File: config.mk
export PLATFORM = sky130hd
export DESIGN_NAME = roi_rgb565_channel_max_top
export DESIGN_NICKNAME = d
export VERILOG_FILES = /design/src/design/roi_pkg.sv /design/src/design/roi_rgb565_channel_max_top.sv /design/src/design/roi_fifo.sv /design/src/design/roi_front.sv /design/src/design/roi_back.sv
export SDC_FILE = /design/constraint.sdc
export NUM_CORES = 1
export LEC_CHECK = 0
export ABC_AREA = 1
export BUFFER_PORTS_ARGS = -buffer_cell sky130_fd_sc_hd__buf_2
export CAP_MARGIN = 0
export CORE_MARGIN = 2
export CORE_UTILIZATION = 50
export CTS_CLUSTER_DIAMETER = 50
export CTS_CLUSTER_SIZE = 40
export DETAILED_ROUTE_END_ITERATION = 16
export MAX_ROUTING_LAYER = met4
export PLACE_DENSITY = 0.7
export RECOVER_POWER = 50
export SLEW_MARGIN = 5
export SYNTH_ARGS = -nofsm -noshare
export SYNTH_HDL_FRONTEND = slang
export SYNTH_SLANG_ARGS = --single-unit
File: constraint.sdc
create_clock -name clk -period 3.92 [get_ports clk]
set_input_delay 0.196 -clock clk [delete_from_list [all_inputs] [get_ports clk]]
set_output_delay 0.196 -clock clk [all_outputs]
set_load 0.02 [all_outputs]
File: src/design/roi_pkg.sv
// Shared types, register codes and pixel helpers for the window channel-peak block.
`timescale 1ns / 1ps

package roi_pkg;

    // Width of every configuration register and of the write data port.
    localparam int CFG_W = 12;
    localparam int CFG_IDX_W = 3;

    // Configuration register indexes.
    localparam logic [CFG_IDX_W-1:0] IDX_WINDOW_LEFT   = 3'd0;
    localparam logic [CFG_IDX_W-1:0] IDX_WINDOW_TOP    = 3'd1;
    localparam logic [CFG_IDX_W-1:0] IDX_WINDOW_WIDTH  = 3'd2;
    localparam logic [CFG_IDX_W-1:0] IDX_WINDOW_HEIGHT = 3'd3;
    localparam logic [CFG_IDX_W-1:0] IDX_FRAME_WIDTH   = 3'd4;
    localparam logic [CFG_IDX_W-1:0] IDX_FRAME_HEIGHT  = 3'd5;

    // Register values after reset.
    localparam logic [CFG_W-1:0] RST_WINDOW_LEFT   = 12'd0;
    localparam logic [CFG_W-1:0] RST_WINDOW_TOP    = 12'd0;
    localparam logic [CFG_W-1:0] RST_WINDOW_WIDTH  = 12'd40;
    localparam logic [CFG_W-1:0] RST_WINDOW_HEIGHT = 12'd40;
    localparam logic [CFG_W-1:0] RST_FRAME_WIDTH   = 12'd320;
    localparam logic [CFG_W-1:0] RST_FRAME_HEIGHT  = 12'd240;

    // Channel field masks of an RGB565 word.
    localparam logic [15:0] CH5_MASK = 16'h001F;
    localparam logic [15:0] CH6_MASK = 16'h003F;

    // Configuration registers as one bundle; the two start fields are two's complement.
    typedef struct packed {
        logic [CFG_W-1:0] window_left;
        logic [CFG_W-1:0] window_top;
        logic [CFG_W-1:0] window_width;
        logic [CFG_W-1:0] window_height;
        logic [CFG_W-1:0] frame_width;
        logic [CFG_W-1:0] frame_height;
    } cfg_t;

    // A classified pixel on its way from the front end to the peak tracker.
    typedef struct packed {
        logic       in_window;
        logic       last;
        logic [7:0] red;
        logic [7:0] green;
        logic [7:0] blue;
    } pix_item_t;

    // One frame result.
    typedef struct packed {
        logic [7:0] red;
        logic [7:0] green;
        logic [7:0] blue;
    } peak_t;

    // Expand the 5-bit red field to 8 bits.
    function automatic logic [7:0] expand_red(logic [15:0] pix);
        logic [4:0] r;
        r = 5'((pix >> 11) & CH5_MASK);
        return {r, 3'b000};
    endfunction

    // Expand the 6-bit green field to 8 bits.
    function automatic logic [7:0] expand_green(logic [15:0] pix);
        logic [5:0] g;
        g = 6'((pix >> 5) & CH6_MASK);
        return {g, 2'b00};
    endfunction

    // Expand the 5-bit blue field to 8 bits.
    function automatic logic [7:0] expand_blue(logic [15:0] pix);
        logic [4:0] b;
        b = 5'(pix & CH5_MASK);
        return {b, 3'b000};
    endfunction

endpackage

File: src/design/roi_rgb565_channel_max_top.sv
// Top level of the window channel-peak block: registers, queues and the two engines.
`timescale 1ns / 1ps

// Takes one RGB565 pixel per clock in raster order and tracks the largest
// expanded red, green and blue value inside a configurable window. The pixel
// flagged frame_end closes the frame: its result (the three peaks) is built by
// the back end and held in the result queue; the position counters restart at
// column 0, row 0. A front end classifies each pixel against the clipped window
// and a back end updates the peaks; a two-entry queue between them and another
// on the result side let either side stall alone, so input keeps flowing at one
// pixel per clock unless results are left unread. Configuration writes take
// effect on the next clock and should be made between frames.

module roi_rgb565_channel_max_top #(
    parameter int MAX_DIM = 2048
) (
    input  logic                             clk,
    input  logic                             rst_n,
    input  logic                             cfg_write,
    input  logic [roi_pkg::CFG_IDX_W-1:0]    cfg_index,
    input  logic [roi_pkg::CFG_W-1:0]        cfg_data,
    input  logic                             push,
    output logic                             full,
    input  logic [15:0]                      rgb_pixel,
    input  logic                             frame_end,
    output logic                             empty,
    input  logic                             pop,
    output logic [7:0]                       peak_red,
    output logic [7:0]                       peak_green,
    output logic [7:0]                       peak_blue
);

    import roi_pkg::*;

    cfg_t      cfg_reg;
    cfg_t      cfg_next;
    pix_item_t front_item;
    pix_item_t back_item;
    logic      accept;
    logic      mid_empty;
    logic      mid_pop;
    logic      res_full;
    logic      res_push;
    peak_t     res_in;
    peak_t     res_out;

    // Configuration register file; unknown indexes are ignored.
    always_comb
    begin
        cfg_next = cfg_reg;
        if (cfg_write)
        begin
            case (cfg_index)
                IDX_WINDOW_LEFT:   cfg_next.window_left   = cfg_data;
                IDX_WINDOW_TOP:    cfg_next.window_top    = cfg_data;
                IDX_WINDOW_WIDTH:  cfg_next.window_width  = cfg_data;
                IDX_WINDOW_HEIGHT: cfg_next.window_height = cfg_data;
                IDX_FRAME_WIDTH:   cfg_next.frame_width   = cfg_data;
                IDX_FRAME_HEIGHT:  cfg_next.frame_height  = cfg_data;
                default:           cfg_next = cfg_reg;
            endcase
        end
    end

    always_ff @(posedge clk or negedge rst_n)
    begin
        if (!rst_n)
        begin
            cfg_reg.window_left   <= RST_WINDOW_LEFT;
            cfg_reg.window_top    <= RST_WINDOW_TOP;
            cfg_reg.window_width  <= RST_WINDOW_WIDTH;
            cfg_reg.window_height <= RST_WINDOW_HEIGHT;
            cfg_reg.frame_width   <= RST_FRAME_WIDTH;
            cfg_reg.frame_height  <= RST_FRAME_HEIGHT;
        end
        else
        begin
            cfg_reg <= cfg_next;
        end
    end

    // A pixel transfer happens whenever push is high and the classified-pixel queue has room.
    assign accept = push && !full;

    roi_front #(
        .MAX_DIM (MAX_DIM)
    ) u_front (
        .clk       (clk),
        .rst_n     (rst_n),
        .cfg       (cfg_reg),
        .accept    (accept),
        .rgb_pixel (rgb_pixel),
        .frame_end (frame_end),
        .item      (front_item)
    );

    roi_fifo #(
        .W ($bits(pix_item_t))
    ) u_mid_fifo (
        .clk      (clk),
        .rst_n    (rst_n),
        .push     (push),
        .data_in  (front_item),
        .full     (full),
        .pop      (mid_pop),
        .data_out (back_item),
        .empty    (mid_empty)
    );

    roi_back u_back (
        .clk        (clk),
        .rst_n      (rst_n),
        .item_valid (!mid_empty),
        .item       (back_item),
        .item_pop   (mid_pop),
        .res_full   (res_full),
        .res_push   (res_push),
        .res        (res_in)
    );

    roi_fifo #(
        .W ($bits(peak_t))
    ) u_res_fifo (
        .clk      (clk),
        .rst_n    (rst_n),
        .push     (res_push),
        .data_in  (res_in),
        .full     (res_full),
        .pop      (pop),
        .data_out (res_out),
        .empty    (empty)
    );

    assign peak_red   = res_out.red;
    assign peak_green = res_out.green;
    assign peak_blue  = res_out.blue;

endmodule

File: src/design/roi_fifo.sv
// Two-entry first-in first-out queue with registered storage.
`timescale 1ns / 1ps

module roi_fifo #(
    parameter int W = 8
) (
    input  logic         clk,
    input  logic         rst_n,
    input  logic         push,
    input  logic [W-1:0] data_in,
    output logic         full,
    input  logic         pop,
    output logic [W-1:0] data_out,
    output logic         empty
);

    logic [W-1:0] mem_reg [2];
    logic         wr_ptr_reg;
    logic         wr_ptr_next;
    logic         rd_ptr_reg;
    logic         rd_ptr_next;
    logic [1:0]   count_reg;
    logic [1:0]   count_next;
    logic         do_push;
    logic         do_pop;

    assign full     = count_reg[1];
    assign empty    = (count_reg == 2'd0);
    assign data_out = mem_reg[rd_ptr_reg];
    assign do_push  = push && !full;
    assign do_pop   = pop && !empty;

    // Pointer and occupancy update for each transfer.
    always_comb
    begin
        wr_ptr_next = wr_ptr_reg ^ do_push;
        rd_ptr_next = rd_ptr_reg ^ do_pop;
        count_next  = count_reg;
        if (do_push && !do_pop)
        begin
            count_next = count_reg + 2'd1;
        end
        else if (do_pop && !do_push)
        begin
            count_next = count_reg - 2'd1;
        end
    end

    always_ff @(posedge clk or negedge rst_n)
    begin
        if (!rst_n)
        begin
            wr_ptr_reg <= 1'b0;
            rd_ptr_reg <= 1'b0;
            count_reg  <= 2'd0;
        end
        else
        begin
            wr_ptr_reg <= wr_ptr_next;
            rd_ptr_reg <= rd_ptr_next;
            count_reg  <= count_next;
        end
    end

    // Storage needs no reset; an entry is read only after it was written.
    always_ff @(posedge clk)
    begin
        if (do_push)
        begin
            mem_reg[wr_ptr_reg] <= data_in;
        end
    end

endmodule

File: src/design/roi_front.sv
// Front end: raster position counters, window test and channel expansion.
`timescale 1ns / 1ps

module roi_front #(
    parameter int MAX_DIM = 2048
) (
    input  logic               clk,
    input  logic               rst_n,
    input  roi_pkg::cfg_t      cfg,
    input  logic               accept,
    input  logic [15:0]        rgb_pixel,
    input  logic               frame_end,
    output roi_pkg::pix_item_t item
);

    import roi_pkg::*;

    localparam int CW = $clog2(MAX_DIM);
    localparam int EW = ((CW > CFG_W) ? CW : CFG_W) + 2;

    logic [CW-1:0] col_reg;
    logic [CW-1:0] col_next;
    logic [CW-1:0] row_reg;
    logic [CW-1:0] row_next;

    logic [EW-1:0] col_pos;
    logic [EW-1:0] col_start;
    logic [EW-1:0] col_sum;
    logic [EW-1:0] col_stop;
    logic [EW-1:0] row_pos;
    logic [EW-1:0] row_start;
    logic [EW-1:0] row_sum;
    logic [EW-1:0] row_stop;
    logic [EW-1:0] wrap;
    logic          col_hit;
    logic          row_hit;

    // Clip the window: a negative start becomes zero, the end stops at the image edge.
    always_comb
    begin
        col_pos   = EW'(col_reg);
        col_start = cfg.window_left[CFG_W-1] ? '0 : EW'(cfg.window_left);
        col_sum   = col_start + EW'(cfg.window_width);
        col_stop  = (col_sum > EW'(cfg.frame_width)) ? EW'(cfg.frame_width) : col_sum;
        col_hit   = (col_pos >= col_start) && (col_pos < col_stop);

        row_pos   = EW'(row_reg);
        row_start = cfg.window_top[CFG_W-1] ? '0 : EW'(cfg.window_top);
        row_sum   = row_start + EW'(cfg.window_height);
        row_stop  = (row_sum > EW'(cfg.frame_height)) ? EW'(cfg.frame_height) : row_sum;
        row_hit   = (row_pos >= row_start) && (row_pos < row_stop);
    end

    // Classified pixel handed to the queue.
    always_comb
    begin
        item.in_window = col_hit && row_hit;
        item.last      = frame_end;
        item.red       = expand_red(rgb_pixel);
        item.green     = expand_green(rgb_pixel);
        item.blue      = expand_blue(rgb_pixel);
    end

    // Raster position: the column wraps at the frame width (at most MAX_DIM),
    // the row saturates at its top value, and frame end clears both.
    always_comb
    begin
        wrap     = (EW'(cfg.frame_width) > EW'(MAX_DIM)) ? EW'(MAX_DIM)
                                                         : EW'(cfg.frame_width);
        col_next = col_reg;
        row_next = row_reg;
        if (accept)
        begin
            if (frame_end)
            begin
                col_next = '0;
                row_next = '0;
            end
            else if ((col_pos + EW'(1)) >= wrap)
            begin
                col_next = '0;
                if (row_reg < CW'(MAX_DIM - 1))
                begin
                    row_next = row_reg + CW'(1);
                end
            end
            else
            begin
                col_next = col_reg + CW'(1);
            end
        end
    end

    always_ff @(posedge clk or negedge rst_n)
    begin
        if (!rst_n)
        begin
            col_reg <= '0;
            row_reg <= '0;
        end
        else
        begin
            col_reg <= col_next;
            row_reg <= row_next;
        end
    end

endmodule

File: src/design/roi_back.sv
// Back end: running channel peaks and per-frame result hand-off.
`timescale 1ns / 1ps

module roi_back (
    input  logic               clk,
    input  logic               rst_n,
    input  logic               item_valid,
    input  roi_pkg::pix_item_t item,
    output logic               item_pop,
    input  logic               res_full,
    output logic               res_push,
    output roi_pkg::peak_t     res
);

    import roi_pkg::*;

    logic [7:0] red_reg;
    logic [7:0] red_next;
    logic [7:0] green_reg;
    logic [7:0] green_next;
    logic [7:0] blue_reg;
    logic [7:0] blue_next;
    logic [7:0] red_upd;
    logic [7:0] green_upd;
    logic [7:0] blue_upd;

    // A frame-end pixel waits until the result queue has room.
    assign item_pop = item_valid && (!item.last || !res_full);
    assign res_push = item_pop && item.last;

    // Compare and keep the maximum of each channel for window pixels.
    always_comb
    begin
        red_upd   = red_reg;
        green_upd = green_reg;
        blue_upd  = blue_reg;
        if (item.in_window)
        begin
            if (item.red > red_reg)
            begin
                red_upd = item.red;
            end
            if (item.green > green_reg)
            begin
                green_upd = item.green;
            end
            if (item.blue > blue_reg)
            begin
                blue_upd = item.blue;
            end
        end

        res.red   = red_upd;
        res.green = green_upd;
        res.blue  = blue_upd;

        red_next   = red_reg;
        green_next = green_reg;
        blue_next  = blue_reg;
        if (item_pop)
        begin
            if (item.last)
            begin
                red_next   = '0;
                green_next = '0;
                blue_next  = '0;
            end
            else
            begin
                red_next   = red_upd;
                green_next = green_upd;
                blue_next  = blue_upd;
            end
        end
    end

    always_ff @(posedge clk or negedge rst_n)
    begin
        if (!rst_n)
        begin
            red_reg   <= '0;
            green_reg <= '0;
            blue_reg  <= '0;
        end
        else
        begin
            red_reg   <= red_next;
            green_reg <= green_next;
            blue_reg  <= blue_next;
        end
    end

endmodule

==> impl_results.md, run 1 <==
* Post-synth EDFFs at 84
* Largest net degree at the start of global routing at 66
* Worst setup SP type: flip-flop
* Detail Route Antenna Nets at 0
* Worst R2R Start: cfg_reg[59]
* Final hold vios at 0
* Hold_ws at 0.0315 ns
* Root buf cell: clkbuf_16
* Most common cell after layout, fill and taps aside: nand2_1
* Final setup margin at -0.290 ns
* GRT Resource Usage Total at 0.231
* Kind of cell adding the most delay to the critical path: simple AND/OR/NAND/NOR gates
* Top_reg_cell synth: dfrtp_1
* Die Y at 160 µm
* Tightest Pin Transition at around 1.9 ns
* Worst Setup EP: u_mid_fifo.mem_reg[1][17]
* Share of cells above drive strength 1 at 0.214
* Via count at 9,875
* Via-to-Cell Ratio at 5.16
* CP startpoint: cfg_reg[59]
* Synthesized area at 12,200 µm²
* Most frequent CP cell: nand2_1
* Total CTS buffers at 21
* Antenna cells at 0
* # DRC at 0
* R2R Path End: u_mid_fifo.mem_reg[1][17]
* Tcrit/Tclk final at 1.07
* H-tree level count at 1
* Flip-flop count of the largest register after layout at 72
* Fin area at 15,100 µm²
* Core area at 24,100 µm²
* DIE WIDTH at 160 µm
* Non-Filler Instances at 1,913
* Post-DR wirelength/cell at 15.0 µm
* Vias in the first global route at 9,613
* Worst-Skew Late Latency at 0.51 ns
* RSZ-0062 raised after global routing: yes
* Required @ worst endpoint at 4.27 ns
* Total wire length at 28,700 µm
* Final Util at 0.625
* Final min period at 4.21 ns
* R2r setup slk at -0.29 ns
* Clock Path Buffers at 3
* Hold Path Class: primary input to flip-flop
* Port bufs at 62
* Mapped Cells at 1,380
* TritonRoute pass-1 iters at 7
* CP Max Fanout at 8
* Ys Warns at 0
* Critical path class: flip-flop to flip-flop
* Critical Path End Type: flip-flop
* Mapped Nets at 1,543
* Starting Density at 0.506
* Syn Area/Cell at 8.84 µm²
* Gr ovfl total at 0
* DR iter-0 viols at 617
* Clk_skew at 0.0174 ns
* Most frequent cells in the layout: 344 x nand2_1, 188 x inv_1, 118 x o21ai_0
* Peak Freq at 0.238 GHz
* Gpl congestion at 0.886
* Total die area at 25,700 µm²
* Max VDD drop at between 400 and 500 µV
* Worst Path Buf+Inv at 3
* Max Cap Viol at 3
* Register area share after synthesis at 0.466
* Dpl cell area at 13,500 µm²
* Placed cells at 1,822
* Slew Limit Fails at 131
* CTS tree: done
* Clock transition at the registers of the reported paths at 0.07 ns
* Failing checks: max-capacitance violations, max-slew violations, negative setup slack
* Slowest-stage cell, CP: dfrtp_2
* Register bit total from synthesis at 210
* FFs w/ async S/R, synth at 0.600
* Post-layout nets at 1,738
* Setup violators final at 2
* Status: finished with violations
* Sink Count at between 200 and 250
* Tot Pwr at around 11,000 µW
* Syn-to-layout area delta at 23.5%
* Pleak at 0.00739 µW
* Relative slew slack at -0.283
* FP Rows at 57
* IO Pins at 63
* DP HPWL at 20,500 µm
* CP Data Arrival Time at 4.56 ns
* Worst R2R Path Depth at 27
* Crit path depth at 27
* PD cells at roughly 700 nW/µm²
* Max incr delay on CP at 0.45 ns
* Unique masters post-synth at 50
* Initial antenna violation count at 0
* Hold_sp: pop
* First-pass GRT wire length at 47,100 µm
* Number of filler cells placed in the layout at 2,017
[worst min-delay path: cells and delay by family]
kind,cells,cell delay (ns)
xor+xnor,1,0.08
compound gates,1,0.13
buf+inv,1,0.09
[kinds of logic (layout without fill, tap and decap cells)]
kind of cell	Yosys count	count (layout)	synth area share
AND/OR/NAND/NOR	522	525	0.178
AO/OA/AOI/OAI	242	242	0.111
buffers and inverters	229	435	0.0731
flip-flops	210	210	0.466
adder cells (fa/ha/maj)	126	126	0.130
XOR/XNOR	33	33	0.0243
multiplexers	18	18	0.0165
[report_power, final]
part | switching, µW | total (µW) | internal, µW
registers | 300 | 3240 | 2940
logic | 3080 | 5270 | 2190
clock network | 955 | 2000 | 1040
total | 4340 | 10500 | 6170
[final cells by class]
| cell class | count | area (µm²) | share of cell area |
|---|---|---|---|
| sequential | 210 | 5690 | 0.378 |
| inverter | 200 | 758 | 0.0503 |
| clock inverter | 14 | 150 | 0.00997 |
| timing repair buffer | 198 | 1360 | 0.0904 |
| tap | 324 | 405 | 0.0269 |
| clock buffer | 23 | 533 | 0.0354 |
| multi-input combinational | 944 | 6160 | 0.409 |
[cells in the mapped netlist, types with 2 or more instances]
cell / count / area [µm²]
nand2_1: 367 / 1380
inv_1: 192 / 721
o21ai_0: 129 / 646
ha_1: 124 / 1550
dfrtp_1: 116 / 2900
edfxtp_1: 84 / 2520
nor2_1: 65 / 244
a21oi_1: 55 / 275
nand3_1: 41 / 205
xor2_1: 20 / 175
clkbuf_1: 18 / 67.6
mux2_2: 17 / 191
nand4_1: 14 / 87.6
xnor2_1: 12 / 105
o22ai_1: 11 / 68.8
dfstp_2: 10 / 263
nor3_1: 9 / 45.0
buf_2: 8 / 40.0
o21ai_1: 7 / 35.0
o32ai_1: 7 / 61.3
a31oi_1: 6 / 37.5
and3_1: 5 / 31.3
clkinv_1: 5 / 18.8
o21ai_2: 5 / 43.8
nand2_2: 4 / 25.0
nor2_2: 4 / 25.0
o211ai_1: 4 / 30.0
o21a_1: 4 / 30.0
inv_2: 3 / 11.3
nand3_2: 3 / 30.0
nand3b_1: 3 / 22.5
nor3_2: 3 / 30.0
a211oi_1: 2 / 15.0
a21o_1: 2 / 15.0
a32o_1: 2 / 20.0
fa_1: 2 / 40.0
nand2_4: 2 / 22.5
o2111ai_1: 2 / 17.5
o211ai_2: 2 / 25.0
[layer usage]
layer / up-vias / wire, µm / global-route usage
met5: - / 0 / -
met4: 0 / 564 / 0.0569
met3: 39 / 1400 / 0.0299
met2: 209 / 13600 / 0.380
met1: 4653 / 13100 / 0.307
li1: 4974 / - / -
[worst min path at each step]
stage,to,depth (start not counted),slack (ns)
floorplan,cfg_reg[0],0,-0.1
global placement,cfg_reg[51],1,0.34
detailed placement,cfg_reg[50],1,0.34
CTS,u_res_fifo.rd_ptr_reg,3,0.01
global route,u_res_fifo.rd_ptr_reg,3,0.03
finish,u_res_fifo.rd_ptr_reg,3,0.03
[stage by stage]
step / TNS [ns] / setup WS, ns
finish: -0.580 / -0.290
global route: -0.968 / -0.484
CTS: -0.169 / -0.0844
detailed placement: -0.957 / -0.479
global placement: -0.736 / -0.368
floorplan: 0 / 0.00187
[timing repair]
item                                   4_1_cts  5_1_grt
hold buffers                                18        0
setup buffers                               27        6
endpoints found under the hold margin       93        0
pin swaps                                   27       32
setup endpoints to repair                    2        2
gates resized for setup                     57       57
cloned                                       2        1
Power figures use the tool's default switching activity.
==> inputs of run 2 (changes only) <==
--- a/config.mk
+++ b/config.mk
@@ -13,6 +13,7 @@
 export CTS_CLUSTER_DIAMETER = 50
 export CTS_CLUSTER_SIZE = 40
 export DETAILED_ROUTE_END_ITERATION = 16
+export HOLD_SLACK_MARGIN = 0.12
 export MAX_ROUTING_LAYER = met4
 export PLACE_DENSITY = 0.7
 export RECOVER_POWER = 50
==> run 2 against run 1 <==
Net effect:
- the run still ends with max-capacitance violations, max-slew violations, negative setup slack left
- critical path depth unchanged
- power rose by 0.10%
- utilization is 0.29 points higher
- worst hold slack better by 0.12 ns
- sequential cell count stayed put
- cell count rose by 0.37%
- sequential share of layout area down 0.18 points
- fmax decreased by 0.18%
- worst setup slack worse by 0.0077 ns
- design area rose by 0.47%
- non-clock buffer count rose by 7
- clock power is essentially flat
- critical endpoint unchanged
==> impl_results.md, run 2 (synthesis gave the netlist of run 1 again) <==
* Clock transition at the registers of the reported paths at 0.07 ns (about the same)
* Metal2 WL at 13,600 µm (about the same)
* Fin Setup TNS at -0.595 ns (was -0.580 ns)
* Port bufs at 62 (unchanged)
* Via count at 9,944 (was 9,875)
* Max VDD drop at 474 µV (was 475 µV)
* Most frequent CP cell: nand2_1 (unchanged)
* Pleak at 0.00742 µW (was 0.00739 µW)
* IO Pins at 63 (unchanged)
* Share of cells above drive strength 1 at 0.213 (was 0.214)
* Most common cell after layout, fill and taps aside: nand2_1 (unchanged)
* Sink Count at 210 (unchanged)
* Final hold vios at 0 (unchanged)
* Critical path class: flip-flop to flip-flop (unchanged)
* Worst-Skew Late Latency at 0.51 ns (about the same)
* Required @ worst endpoint at 4.27 ns (about the same)
* DIE WIDTH at 160 µm (unchanged)
* Core area at 24,100 µm² (unchanged)
* Worst Path Buf+Inv at 3 (unchanged)
* First-pass GRT wire length at 47,200 µm (was 47,100 µm)
* Non-Filler Instances at 1,920 (was 1,913)
* Slowest-stage cell, CP: dfrtp_2 (unchanged)
* CTS tree: done (unchanged)
* Tightest Pin Transition at 1.91 ns (was 1.92 ns)
* Root buf cell: clkbuf_16 (unchanged)
* TritonRoute pass-1 iters at 5 (was 7)
* H-tree level count at 1 (unchanged)
* Starting Density at 0.506 (unchanged)
* DR iter-0 viols at 631 (was 617)
* Post-layout nets at 1,745 (was 1,738)
* Largest net degree at the start of global routing at 66 (unchanged)
* Post-DR wirelength/cell at 15.0 µm (about the same)
* Syn-to-layout area delta at 24.0% (was 23.5%)
* Worst setup SP type: flip-flop (unchanged)
* Setup violators final at 2 (unchanged)
* PD cells at 695 nW/µm² (was 698 nW/µm²)
* Total CTS buffers at 21 (unchanged)
* Slew Limit Fails at 131 (unchanged)
* Kind of cell adding the most delay to the critical path: simple AND/OR/NAND/NOR gates (unchanged)
* Total wire length at 28,900 µm (was 28,700 µm)
* Most frequent cells in the layout: 344 x nand2_1, 188 x inv_1, 118 x o21ai_0 (unchanged)
* Total die area at 25,700 µm² (unchanged)
* Max incr delay on CP at 0.45 ns (about the same)
* # DRC at 0 (unchanged)
* Final Util at 0.628 (was 0.625)
* Vias in the first global route at 9,647 (was 9,613)
* Final setup margin at -0.297 ns (was -0.290 ns)
* Placed cells at 1,822 (unchanged)
* Initial antenna violation count at 0 (unchanged)
* Die Y at 160 µm (unchanged)
* Met1 wire length at 13,200 µm (was 13,100 µm)
* CP Max Fanout at 8 (unchanged)
* Hold Path Class: primary input to flip-flop (unchanged)
* Final min period at 4.22 ns (was 4.21 ns)
* Max Used Layer: met4 (unchanged)
* Antenna cells at 0 (unchanged)
* RSZ-0062 raised after global routing: yes (unchanged)
* Met3 WL post-DR at 1360 µm (was 1400 µm)
* DP HPWL at 20,500 µm (unchanged)
* Status: finished with violations (unchanged)
* Critical Path End Type: flip-flop (unchanged)
* Failing checks: max-capacitance violations, max-slew violations, negative setup slack (unchanged)
* Detail Route Antenna Nets at 0 (unchanged)
* Place WS at -0.479 ns (unchanged)
* Max Cap Viol at 3 (unchanged)
* Gpl congestion at 0.886 (unchanged)
* Clk_skew at 0.0180 ns (was 0.0174 ns)
* Clock Path Buffers at 3 (unchanged)
* Gr ovfl total at 0 (unchanged)
* Peak Freq at 0.237 GHz (was 0.238 GHz)
* GRT Resource Usage Total at 0.232 (was 0.231)
* Tcrit/Tclk final at 1.08 (was 1.07)
* FP Rows at 57 (unchanged)
* Relative slew slack at -0.276 (was -0.283)
* Via-to-Cell Ratio at 5.18 (was 5.16)
* Flip-flop count of the largest register after layout at 72 (unchanged)
* CP Data Arrival Time at 4.57 ns (was 4.56 ns)
[run 2: path summary, 6_finish.rpt]
| kind | startpoint | end | slack, ns | depth (start not counted) |
|---|---|---|---|---|
| min | cfg_data[2] | cfg_reg[26] | 0.15 | 3 |
| max reg2reg | cfg_reg[59] | u_mid_fifo.mem_reg[1][17] | -0.30 | 27 |
| min in group asynchronous | rst_n | cfg_reg[50] | 0.64 | 2 |
| max in group asynchronous | rst_n | u_front.row_reg[8] | 0.77 | 3 |
| min reg2reg | cfg_reg[1] | cfg_reg[1] | 0.49 | 2 |
| max | cfg_reg[59] | u_mid_fifo.mem_reg[1][17] | -0.30 | 27 |
[run 2: area by class of cell]
class | count | area (µm²)
clock buffer | 23 | 533
clock inverter | 14 | 150
fill | 2007 | 8980
inverter | 200 | 758
multi-input combinational | 944 | 6160
sequential | 210 | 5690
tap | 324 | 405
timing repair buffer | 205 | 1430
[run 2: per-layer routing]
metal  track usage  vias to the layer above
li1              -                     4993
met1         0.307                     4677
met2         0.379                      226
met3        0.0299                       48
met4        0.0622                        0
met5             -                        -
[run 2: power breakdown]
part	internal (µW)	switching, µW	total, µW
Combinational	2190	3090	5280
Sequential	2940	299	3240
Clock	1040	959	2000
Total	6170	4340	10500
[run 2: through the flow]
| step | instance area [µm²] | hold slack [ns] | total power [µW] |
|---|---|---|---|
| 2_1_floorplan | 12200 | -0.0996 | 6430 |
| 3_3_place_gp | 13500 | 0.343 | 7680 |
| 3_5_place_dp | 13500 | 0.340 | 7850 |
| 4_1_cts | 14900 | 0.128 | 10300 |
| 5_1_grt | 15100 | 0.146 | 11400 |
| 6_report | 15100 | 0.147 | 10500 |
[run 2: repair_timing]
action                     in CTS  in global routing
hold endpoints to repair      128                  0
setup endpoints to repair       2                  2
pin swaps                      27                 32
setup buffers                  27                  6
hold buffers                   25                  0
gates resized for setup        57                 57
cloned                          2                  1
[run 2: worst reg2reg max path, stage by stage (launching register included)]
cell      delay [ns]
dfrtp_2         0.45
nor2_4          0.10
ha_2            0.18
inv_1           0.05
fa_2            0.37
o21ai_4         0.17
nand2_1         0.12
nand3_4         0.09
a31oi_2         0.10
xnor2_1         0.28
ha_1            0.30
nand2_2         0.09
inv_1           0.06
a21oi_2         0.14
nand2_1         0.09
nand2_2         0.13
nand2_4         0.11
buf_6           0.15
nand2_1         0.04
o21ai_1         0.06
ha_1            0.31
nand2_2         0.08
nor2_1          0.04
a211oi_1        0.17
nand2_1         0.11
nand2_1         0.08
nand2_1         0.05
nor2_1          0.13
